[src/hw/rtl/float_iq_to_int16_pair_packer_assert.svh]
// ----------------------------------------------------------------------------
// Assertion macros for the float IQ to int16 pair packer
// Expects signals named clock and reset in the using scope.
// ----------------------------------------------------------------------------
`ifndef FLOAT_IQ_TO_INT16_PAIR_PACKER_ASSERT_SVH
`define FLOAT_IQ_TO_INT16_PAIR_PACKER_ASSERT_SVH

// Same-cycle implication
`define FIP_ASSERT_IMPL(lbl, ante, cons) \
   lbl: assert property (@(posedge clock) disable iff (reset) (ante) |-> (cons)) \
      else $error("fip assertion failed");

// Next-cycle implication
`define FIP_ASSERT_NEXT(lbl, ante, cons) \
   lbl: assert property (@(posedge clock) disable iff (reset) (ante) |=> (cons)) \
      else $error("fip assertion failed");

`endif

[src/hw/rtl/fip_pkg.sv]
// ----------------------------------------------------------------------------
// fip_pkg
// Types and constants shared by the float IQ to int16 pair packer.
// ----------------------------------------------------------------------------
package fip_pkg;

   localparam logic [7:0]         EXP_MAX     = 8'hFF;
   localparam logic signed [9:0]  EXP_OFFSET  = 10'sd300;
   localparam logic [31:0]        SCALE_RESET = 32'h46FFFE00;
   localparam logic [15:0]        INT16_MIN   = 16'h8000;
   localparam logic [15:0]        INT16_MAX   = 16'h7FFF;

   localparam logic [1:0] FMT_LE_ITEM32 = 2'd0;
   localparam logic [1:0] FMT_BE_ITEM32 = 2'd1;
   localparam logic [1:0] FMT_NATIVE    = 2'd2;

   localparam logic CSR_SCALE  = 1'b0;
   localparam logic CSR_FORMAT = 1'b1;

   typedef struct packed {
      logic               special;
      logic               sign;
      logic signed [9:0]  sexp;
      logic [47:0]        mant;
   } fip_mul_type;

   typedef struct packed {
      logic               special;
      logic               sign;
      logic               zero;
      logic signed [10:0] mexp;
      logic [23:0]        rmant;
   } fip_rnd_type;

endpackage

[src/hw/rtl/fip_req_if.sv]
// ----------------------------------------------------------------------------
// fip_req_if
// Input channel: one complex float sample per transaction.
// ----------------------------------------------------------------------------
interface fip_req_if;
   logic        valid;
   logic        ready;
   logic [31:0] real_bits;
   logic [31:0] imag_bits;

   modport source (output valid, output real_bits, output imag_bits, input ready);
   modport sink   (input valid, input real_bits, input imag_bits, output ready);
endinterface

[src/hw/rtl/fip_rsp_if.sv]
// ----------------------------------------------------------------------------
// fip_rsp_if
// Result channel: one packed int16 pair per transaction.
// ----------------------------------------------------------------------------
interface fip_rsp_if;
   logic        valid;
   logic        ready;
   logic [31:0] packed_word;

   modport source (output valid, output packed_word, input ready);
   modport sink   (input valid, input packed_word, output ready);
endinterface

[src/hw/rtl/fip_csr.sv]
// ----------------------------------------------------------------------------
// fip_csr
// APB register file: scale factor and output format.
// ----------------------------------------------------------------------------
module fip_csr (
   input  logic        clock,
   input  logic        reset,
   input  logic        psel,
   input  logic        penable,
   input  logic        pwrite,
   input  logic [2:0]  paddr,
   input  logic [31:0] pwdata,
   output logic [31:0] prdata,
   output logic        pready,
   output logic [31:0] scale_ff,
   output logic [1:0]  format_ff
);
   logic        wr_en;
   logic [31:0] scale_in;
   logic [1:0]  format_in;

   assign pready = 1'b1;
   assign wr_en  = psel && penable && pwrite;

   always_comb begin
      scale_in  = scale_ff;
      format_in = format_ff;
      if (wr_en) begin
         unique case (paddr[2])
            fip_pkg::CSR_SCALE:  scale_in  = pwdata;
            fip_pkg::CSR_FORMAT: format_in = pwdata[1:0];
            default:             scale_in  = scale_ff;
         endcase
      end
   end

   always_comb begin
      unique case (paddr[2])
         fip_pkg::CSR_SCALE:  prdata = scale_ff;
         fip_pkg::CSR_FORMAT: prdata = {30'd0, format_ff};
         default:             prdata = 32'd0;
      endcase
   end

   always_ff @(posedge clock) begin
      if (reset) begin
         scale_ff  <= fip_pkg::SCALE_RESET;
         format_ff <= fip_pkg::FMT_LE_ITEM32;
      end else begin
         scale_ff  <= scale_in;
         format_ff <= format_in;
      end
   end
endmodule

[src/hw/rtl/fip_mul_lane.sv]
// ----------------------------------------------------------------------------
// fip_mul_lane
// Unpacks one float part and the scale, multiplies the significands.
// ----------------------------------------------------------------------------
module fip_mul_lane (
   input  logic                  clock,
   input  logic                  enable,
   input  logic [31:0]           value_bits,
   input  logic [31:0]           scale_bits,
   output fip_pkg::fip_mul_type  mul_ff
);
   logic [7:0]           a_exp;
   logic [7:0]           b_exp;
   logic [7:0]           a_e;
   logic [7:0]           b_e;
   logic [23:0]          a_m;
   logic [23:0]          b_m;
   fip_pkg::fip_mul_type mul_in;

   always_comb begin
      a_exp = value_bits[30:23];
      b_exp = scale_bits[30:23];
      a_m   = {|a_exp, value_bits[22:0]};
      b_m   = {|b_exp, scale_bits[22:0]};
      a_e   = (a_exp == 8'd0) ? 8'd1 : a_exp;
      b_e   = (b_exp == 8'd0) ? 8'd1 : b_exp;
      mul_in.special = (a_exp == fip_pkg::EXP_MAX) || (b_exp == fip_pkg::EXP_MAX);
      mul_in.sign    = value_bits[31] ^ scale_bits[31];
      mul_in.sexp    = signed'({2'b00, a_e}) + signed'({2'b00, b_e}) - fip_pkg::EXP_OFFSET;
      mul_in.mant    = {24'd0, a_m} * {24'd0, b_m};
   end

   always_ff @(posedge clock) begin
      if (enable) begin
         mul_ff <= mul_in;
      end
   end
endmodule

[src/hw/rtl/fip_cvt_lane.sv]
// ----------------------------------------------------------------------------
// fip_cvt_lane
// Rounds the product to single precision (registered), then rounds to
// integer with ties to even and saturates to int16, except that specials and magnitudes of 2^31 or more give INT16_MIN.
// ----------------------------------------------------------------------------
module fip_cvt_lane (
   input  logic                  clock,
   input  logic                  enable,
   input  fip_pkg::fip_mul_type  mul,
   output logic [15:0]           part
);
   logic [5:0]           lz;
   logic [47:0]          norm;
   logic                 round_up;
   logic [24:0]          rsum;
   logic signed [10:0]   mexp_v;
   fip_pkg::fip_rnd_type rnd_in;
   fip_pkg::fip_rnd_type rnd_ff;
   logic signed [10:0]   n_full;
   logic [47:0]          ext;
   logic                 iround;
   logic [16:0]          mag;
   logic [16:0]          neg;

   always_comb begin
      lz = 6'd48;
      for (int i = 0; i < 48; i++) begin
         if (mul.mant[i]) begin
            lz = 6'(47 - i);
         end
      end
      norm     = mul.mant << lz;
      round_up = norm[23] && ((|norm[22:0]) || norm[24]);
      rsum     = {1'b0, norm[47:24]} + {24'd0, round_up};
      mexp_v   = {mul.sexp[9], mul.sexp} + 11'sd47 - signed'({5'd0, lz})
                 + signed'({10'd0, rsum[24]});
      rnd_in.special = mul.special;
      rnd_in.sign    = mul.sign;
      rnd_in.zero    = (mul.mant == 48'd0);
      rnd_in.mexp    = mexp_v;
      rnd_in.rmant   = rsum[24] ? 24'h800000 : rsum[23:0];
   end

   always_ff @(posedge clock) begin
      if (enable) begin
         rnd_ff <= rnd_in;
      end
   end

   always_comb begin
      n_full = 11'sd23 - rnd_ff.mexp;
      ext    = {rnd_ff.rmant, 24'd0} >> n_full[4:0];
      iround = ext[23] && ((|ext[22:0]) || ext[24]);
      mag    = {1'b0, ext[39:24]} + {16'd0, iround};
      neg    = 17'd0 - mag;
      if (rnd_ff.special || rnd_ff.mexp >= 11'sd31) begin
         part = fip_pkg::INT16_MIN;
      end else if (rnd_ff.mexp >= 11'sd15) begin
         part = rnd_ff.sign ? fip_pkg::INT16_MIN : fip_pkg::INT16_MAX;
      end else if (rnd_ff.zero || rnd_ff.mexp <= -11'sd2) begin
         part = 16'd0;
      end else if (rnd_ff.sign) begin
         part = neg[15:0];
      end else if (mag[15]) begin
         part = fip_pkg::INT16_MAX;
      end else begin
         part = mag[15:0];
      end
   end
endmodule

[src/hw/rtl/float_iq_to_int16_pair_packer.sv]
// Pipeline: input, multiply, float-round and output registers in series from an
// accepted input transaction to result valid. Throughput: one complex sample per
// cycle while the result side is ready; a stall holds only registers with data,
// and the input waits only while all four hold data and rsp_ch.ready is low.
// Reset: synchronous, clears all valid flags, scale to 32767.0, format to
// little-endian item32.
// ----------------------------------------------------------------------------
// float_iq_to_int16_pair_packer
// Scales a complex float sample, converts both parts to saturated int16 and
// packs them into one 32-bit word.
// ----------------------------------------------------------------------------
`include "float_iq_to_int16_pair_packer_assert.svh"

module float_iq_to_int16_pair_packer (
   input  logic        clock,
   input  logic        reset,
   fip_req_if.sink     req_ch,
   fip_rsp_if.source   rsp_ch,
   input  logic        csr_psel,
   input  logic        csr_penable,
   input  logic        csr_pwrite,
   input  logic [2:0]  csr_paddr,
   input  logic [31:0] csr_pwdata,
   output logic [31:0] csr_prdata,
   output logic        csr_pready
);
   logic                 v0_ff, v1_ff, v2_ff, v3_ff;
   logic                 v0_in, v1_in, v2_in, v3_in;
   logic                 en0, en1, en2, en3;
   logic [31:0]          real_ff, imag_ff;
   logic [31:0]          scale_ff;
   logic [1:0]           format_ff;
   fip_pkg::fip_mul_type mul_re, mul_im;
   logic [15:0]          part_re, part_im;
   logic [31:0]          word_le;
   logic [31:0]          word_in;
   logic [31:0]          word_ff;

   fip_csr u_csr (
      .clock     (clock),
      .reset     (reset),
      .psel      (csr_psel),
      .penable   (csr_penable),
      .pwrite    (csr_pwrite),
      .paddr     (csr_paddr),
      .pwdata    (csr_pwdata),
      .prdata    (csr_prdata),
      .pready    (csr_pready),
      .scale_ff  (scale_ff),
      .format_ff (format_ff)
   );

   assign en3 = !v3_ff || rsp_ch.ready;
   assign en2 = !v2_ff || en3;
   assign en1 = !v1_ff || en2;
   assign en0 = !v0_ff || en1;
   assign req_ch.ready = en0;

   assign v0_in = en0 ? req_ch.valid : v0_ff;
   assign v1_in = en1 ? v0_ff : v1_ff;
   assign v2_in = en2 ? v1_ff : v2_ff;
   assign v3_in = en3 ? v2_ff : v3_ff;

   always_ff @(posedge clock) begin
      if (reset) begin
         v0_ff <= 1'b0;
         v1_ff <= 1'b0;
         v2_ff <= 1'b0;
         v3_ff <= 1'b0;
      end else begin
         v0_ff <= v0_in;
         v1_ff <= v1_in;
         v2_ff <= v2_in;
         v3_ff <= v3_in;
      end
   end

   always_ff @(posedge clock) begin
      if (en0) begin
         real_ff <= req_ch.real_bits;
         imag_ff <= req_ch.imag_bits;
      end
   end

   fip_mul_lane u_mul_re (
      .clock(clock), .enable(en1), .value_bits(real_ff), .scale_bits(scale_ff),
      .mul_ff(mul_re)
   );
   fip_mul_lane u_mul_im (
      .clock(clock), .enable(en1), .value_bits(imag_ff), .scale_bits(scale_ff),
      .mul_ff(mul_im)
   );

   fip_cvt_lane u_cvt_re (.clock(clock), .enable(en2), .mul(mul_re), .part(part_re));
   fip_cvt_lane u_cvt_im (.clock(clock), .enable(en2), .mul(mul_im), .part(part_im));

   always_comb begin
      word_le = {part_re, part_im};
      unique case (format_ff)
         fip_pkg::FMT_LE_ITEM32: word_in = word_le;
         fip_pkg::FMT_BE_ITEM32: word_in = {word_le[7:0], word_le[15:8],
                                            word_le[23:16], word_le[31:24]};
         default:                word_in = {part_im, part_re};
      endcase
   end

   always_ff @(posedge clock) begin
      if (en3) begin
         word_ff <= word_in;
      end
   end

   assign rsp_ch.valid       = v3_ff;
   assign rsp_ch.packed_word = word_ff;

   `FIP_ASSERT_IMPL(a_ready_only_full, !req_ch.ready, v0_ff && v1_ff && v2_ff && v3_ff)
   `FIP_ASSERT_NEXT(a_s0_advances, v0_ff && en1, v1_ff)
   `FIP_ASSERT_NEXT(a_s2_to_out, v2_ff && en3, v3_ff)
   `FIP_ASSERT_NEXT(a_no_dup, rsp_ch.valid && rsp_ch.ready && !v2_ff, !rsp_ch.valid)
endmodule

[src/flat_wrapper.sv]
// flat-port wrapper written by rule: the top's interface ports become plain ports
module float_iq_to_int16_pair_packer_flat 
  (clock, reset, csr_psel, csr_penable, csr_pwrite, csr_paddr, csr_pwdata, csr_prdata, csr_pready, req_ch_valid, req_ch_real_bits, req_ch_imag_bits, req_ch_ready, rsp_ch_valid, rsp_ch_packed_word, rsp_ch_ready);
  fip_req_if req_ch_i ();
  fip_rsp_if rsp_ch_i ();
  input  logic clock;
  input  logic reset;
  input  logic csr_psel;
  input  logic csr_penable;
  input  logic csr_pwrite;
  input  logic [2:0] csr_paddr;
  input  logic [31:0] csr_pwdata;
  output logic [31:0] csr_prdata;
  output logic csr_pready;
  input wire logic [$bits(req_ch_i.valid)-1:0] req_ch_valid;
  input wire logic [$bits(req_ch_i.real_bits)-1:0] req_ch_real_bits;
  input wire logic [$bits(req_ch_i.imag_bits)-1:0] req_ch_imag_bits;
  output wire logic [$bits(req_ch_i.ready)-1:0] req_ch_ready;
  output wire logic [$bits(rsp_ch_i.valid)-1:0] rsp_ch_valid;
  output wire logic [$bits(rsp_ch_i.packed_word)-1:0] rsp_ch_packed_word;
  input wire logic [$bits(rsp_ch_i.ready)-1:0] rsp_ch_ready;
  assign req_ch_i.valid = req_ch_valid;
  assign req_ch_i.real_bits = req_ch_real_bits;
  assign req_ch_i.imag_bits = req_ch_imag_bits;
  assign req_ch_ready = req_ch_i.ready;
  assign rsp_ch_valid = rsp_ch_i.valid;
  assign rsp_ch_packed_word = rsp_ch_i.packed_word;
  assign rsp_ch_i.ready = rsp_ch_ready;
  float_iq_to_int16_pair_packer u_core (.clock(clock), .reset(reset), .req_ch(req_ch_i), .rsp_ch(rsp_ch_i), .csr_psel(csr_psel), .csr_penable(csr_penable), .csr_pwrite(csr_pwrite), .csr_paddr(csr_paddr), .csr_pwdata(csr_pwdata), .csr_prdata(csr_prdata), .csr_pready(csr_pready));
endmodule
[config.mk]
export PLATFORM = sky130hd
export DESIGN_NAME = float_iq_to_int16_pair_packer_flat
export DESIGN_NICKNAME = d
export VERILOG_FILES = /design/src/hw/rtl/fip_pkg.sv /design/src/hw/rtl/fip_req_if.sv /design/src/hw/rtl/fip_rsp_if.sv /design/src/hw/rtl/fip_csr.sv /design/src/hw/rtl/fip_mul_lane.sv /design/src/hw/rtl/fip_cvt_lane.sv /design/src/hw/rtl/float_iq_to_int16_pair_packer.sv /design/src/flat_wrapper.sv
export VERILOG_INCLUDE_DIRS = /design/src /design/src/hw/rtl
export SDC_FILE = /design/constraint.sdc
export NUM_CORES = 2
export LEC_CHECK = 0
export ABC_AREA = 0
export BUFFER_PORTS_ARGS = -buffer_cell sky130_fd_sc_hd__buf_4
export CAP_MARGIN = 20
export CORE_MARGIN = 2
export CORE_UTILIZATION = 45
export DETAILED_ROUTE_END_ITERATION = 12
export GPL_TIMING_DRIVEN = 1
export HOLD_SLACK_MARGIN = 0.15
export PLACE_DENSITY = 0.59
export SLEW_MARGIN = 20
export SYNTH_ARGS = -nofsm -noshare
export SYNTH_HDL_FRONTEND = slang
export SYNTH_HIERARCHICAL = 1
export SYNTH_SLANG_ARGS = --single-unit
[constraint.sdc]
create_clock -name clock -period 7.7 [get_ports clock]
set_clock_uncertainty 0.05 [all_clocks]
set_input_delay 1.155 -clock clock [delete_from_list [all_inputs] [get_ports clock]]
set_output_delay 1.155 -clock clock [all_outputs]
set_load 0.01 [all_outputs]
==> metrics.md <==
| Metric | Value |
|---|---|
| Rows | `139` |
| Core ar. | `around 140,000 sq um` |
| CTS tree | `yes` |
| Period minus WS final | `7.36 ns` |
| CTS buffer count | `43` |
| Routed len/inst | `21.6 um` |
| Status | `finished clean` |
| Number of flops mapped to enable cells by yosys | `292` |
| Hold Crit Start | `u_core/u_mul_im/mul_ff[58]` |
| Number of I/O port buffers | `169` |
| Global-route wire length before repair | `321,000 um` |
| Global route total overflow | `0` |
| Register area share after synthesis | `14.6%` |
| Syn nets | `~9,000` |
| Placer Congestion | `0.964` |
| Finished Cell Area | `just over 70,000 sq um` |
| # Max-Cap Violations | `0` |
| Worst EP required | `8.13 ns` |
| Clock Sinks | `between 300 and 400` |
| Worst Setup Start Kind | `flop` |
| Critical path class | `flop to flop` |
| First-pass DRT Iterations | `9` |
| Final Slew Violations | `0` |
| FF-to-FF setup slack | `0.34 ns` |
| Synth cell types | `109` |
| Setup-failing EPs final | `0` |
| Critical Path Fanout Max | `5` |
| DR vias | `53,900` |
| R2R depth | `23` |
| Max-slew headroom at the worst pin | `27.0%` |
| Clock buffer depth | `3` |
| Root Buffer | `clkbuf_16` |
| RSZ-0062 raised after global routing | `no` |
| CP arrival | `7.80 ns` |
| Initial Util | `a little under half` |
| Top post-synthesis cells by area | `fa_1, edfxtp_1, ha_1, inv_1, nand2_1` |
| Share of cells above drive strength 1 | `9.88%` |
| Crit Reg-Reg Startpoint | `u_core/imag_ff[27]` |
| Least-Margin Pin Slew | `about 1.1 ns` |
| Commonest non-fill, non-tap cell in the layout | `inv_1` |
| Final Net Count | `about 8,900` |
| Area grow syn2layout | `8.71%` |
| Die width | `385 um` |
| Number of routed nets with antenna violations | `0` |
| Post-detail-place hpwl | `162,000 um` |
| Io pins | `173` |
| HP Class | `flop to flop` |
| Primary FF master, synth | `edfxtp_1` |
| H-Tree Depth | `2` |
| Initial antenna violation count | `4` |
| Hold path depth | `0` |
| Flops & latches, synth | `330` |
| Hold Path Sink | `u_core/u_cvt_im/rnd_ff[36]` |
| GR Util All Layers | `a little over a quarter` |
| Fmax | `136 MHz` |
| DRC Markers | `0` |
| Pin count of the biggest net entering global routing | `78` |
| Drt via density | `5.74` |
| Post-DP Area | `69,500 sq um` |
| Clock transition at path regs | `0.07 ns` |
| Clock latency on the worst-skew pair | `0.65 ns` |
| Final WL | `slightly above 200,000 um` |
| Most frequent cells in the layout | `inv_1, nand2_1, fa_1` |
| Die footprint | `148,000 sq um` |
| Ys Warns | `6` |
| Vias in the first global route | `55,200` |
| Cts hold-fix bufs | `0` |
| Hold Fails Final Rpt | `0` |
| Setup TNS | `0 ns` |
| Final period util | `95.6%` |
| Syn Inst Count | `around 7,400` |
| Capture point of the worst reg-to-reg path | `u_core/u_mul_im/mul_ff[42]` |
| Share of the synthesized area in the top cell type | `29.7%` |
| Die H | `385 um` |
| Syn_area_per_cell | `8.85 sq um` |
| Number of DRC markers in iteration 0 | `4,440` |
| Crit path capture type | `flop` |
| Synthesized cell area | `65,400 sq um` |
| Largest area contributor in the netlist | `fa_1` |
| Synth async-reset ratio | `0%` |
sequential cells by signal (all words and copies together) (netlist names):
signal / count
u_core/imag_ff: 32
u_core/real_ff: 32
u_core/rsp_ch.packed_word: 32
u_core/rsp_ch.valid: 1
u_core/u_csr/format_ff: 2
u_core/u_csr/scale_ff: 32
u_core/u_cvt_im/rnd_ff: 38
u_core/u_cvt_re/rnd_ff: 38
u_core/u_mul_im/mul_ff: 60
u_core/u_mul_re/mul_ff: 60
u_core/v0_ff: 1
u_core/v1_ff: 1
u_core/v2_ff: 1
critical path, stage by stage, from the launching register on:
cell and delay [ns]:
edfxtp_1 0.44, nor4_1 0.36, nand2_2 0.21, and2_1 0.24, fa_1 0.51, fa_1 0.53, fa_1 0.54, inv_1 0.05
fa_1 0.50, inv_1 0.05, fa_1 0.54, inv_1 0.06, fa_1 0.48, inv_1 0.05, fa_1 0.44, ha_1 0.35
a21oi_1 0.28, nand2_1 0.07, o21ai_0 0.21, a31oi_2 0.10, o21a_1 0.25, o211a_1 0.29, or4_1 0.54, nand4_1 0.09
logic make-up after synthesis:
| kind of cell | Yosys count | share of synthesized area, % |
|---|---|---|
| AND/OR/NAND/NOR | 2569 | 19.4 |
| buffers and inverters | 1589 | 9.49 |
| adder cells (fa/ha/maj) | 1386 | 37.6 |
| AO/OA/AOI/OAI | 1119 | 11.8 |
| flip-flops | 330 | 14.6 |
| multiplexers | 213 | 4.60 |
| XOR/XNOR | 185 | 2.48 |
| other | 1 | 0.00573 |
layer usage:
layer  global-route usage, %  part of all wire, %  vias up
met4                    5.20                  1.7        2
met3                    4.85                  7.4      200
li1                        -                    -    24600
met1                    40.3                   46    27300
met2                    42.8                   45     1818
met5                       0               0.0059        -
worst max path at each step:
stage	from	endpoint	slack [ns]	cells past startpoint
finish	u_core/imag_ff[27]	u_core/u_mul_im/mul_ff[42]	0.34	23
floorplan	u_core/imag_ff[27]	u_core/u_mul_im/mul_ff[42]	0.87	24
global route	u_core/imag_ff[27]	u_core/u_mul_im/mul_ff[40]	0.01	23
global placement	u_core/real_ff[24]	u_core/u_mul_re/mul_ff[43]	0.31	22
detailed placement	u_core/real_ff[24]	u_core/u_mul_re/mul_ff[47]	0.12	22
CTS	u_core/real_ff[24]	u_core/u_mul_re/mul_ff[47]	0.13	22
cell usage after synthesis (114+ instances only):
master / instances
mux2i_1: 120
ha_1: 416
nor2_1: 296
nor3_1: 114
o21ai_0: 190
xnor2_1: 114
edfxtp_1: 292
nand3_1: 171
clkbuf_1: 332
and2_1: 499
nand2_1: 1009
a21oi_1: 246
fa_1: 970
inv_1: 1145
metrics by stage:
| stage | setup slack (ns) | utilization [%] | hold WS [ns] | std cells |
|---|---|---|---|---|
| after floorplan | 0.868 | - | 0.350 | 7392 |
| after global placement | 0.313 | 48.3 | 0.353 | 9310 |
| after detailed placement | 0.118 | 48.3 | 0.360 | 9310 |
| after CTS | 0.134 | 49.4 | 0.375 | 9390 |
| after global routing | 0.0126 | 49.4 | 0.396 | 9391 |
| final | 0.337 | 49.4 | 0.378 | 9393 |
final cells by class:
class / count / area (sq um)
diodes: 2 / 5.00
clock buffers: 46 / 1090
clock inverters: 34 / 472
fillers: 13800 / 72900
inverters: 1153 / 4330
multi-input cells: 5473 / 49700
flip-flops and latches: 330 / 9570
well taps: 1903 / 2380
repair buffers: 452 / 3540
timing repair:
action                                  CTS  global route
resized for setup                         0             8
endpoints found under the setup margin    0            12
hold endpoints to repair                  0             0
setup buffers                             0             1
Power is not shown: default switching activity piles up to over one toggle a cycle in this logic, so the estimate is an artifact.
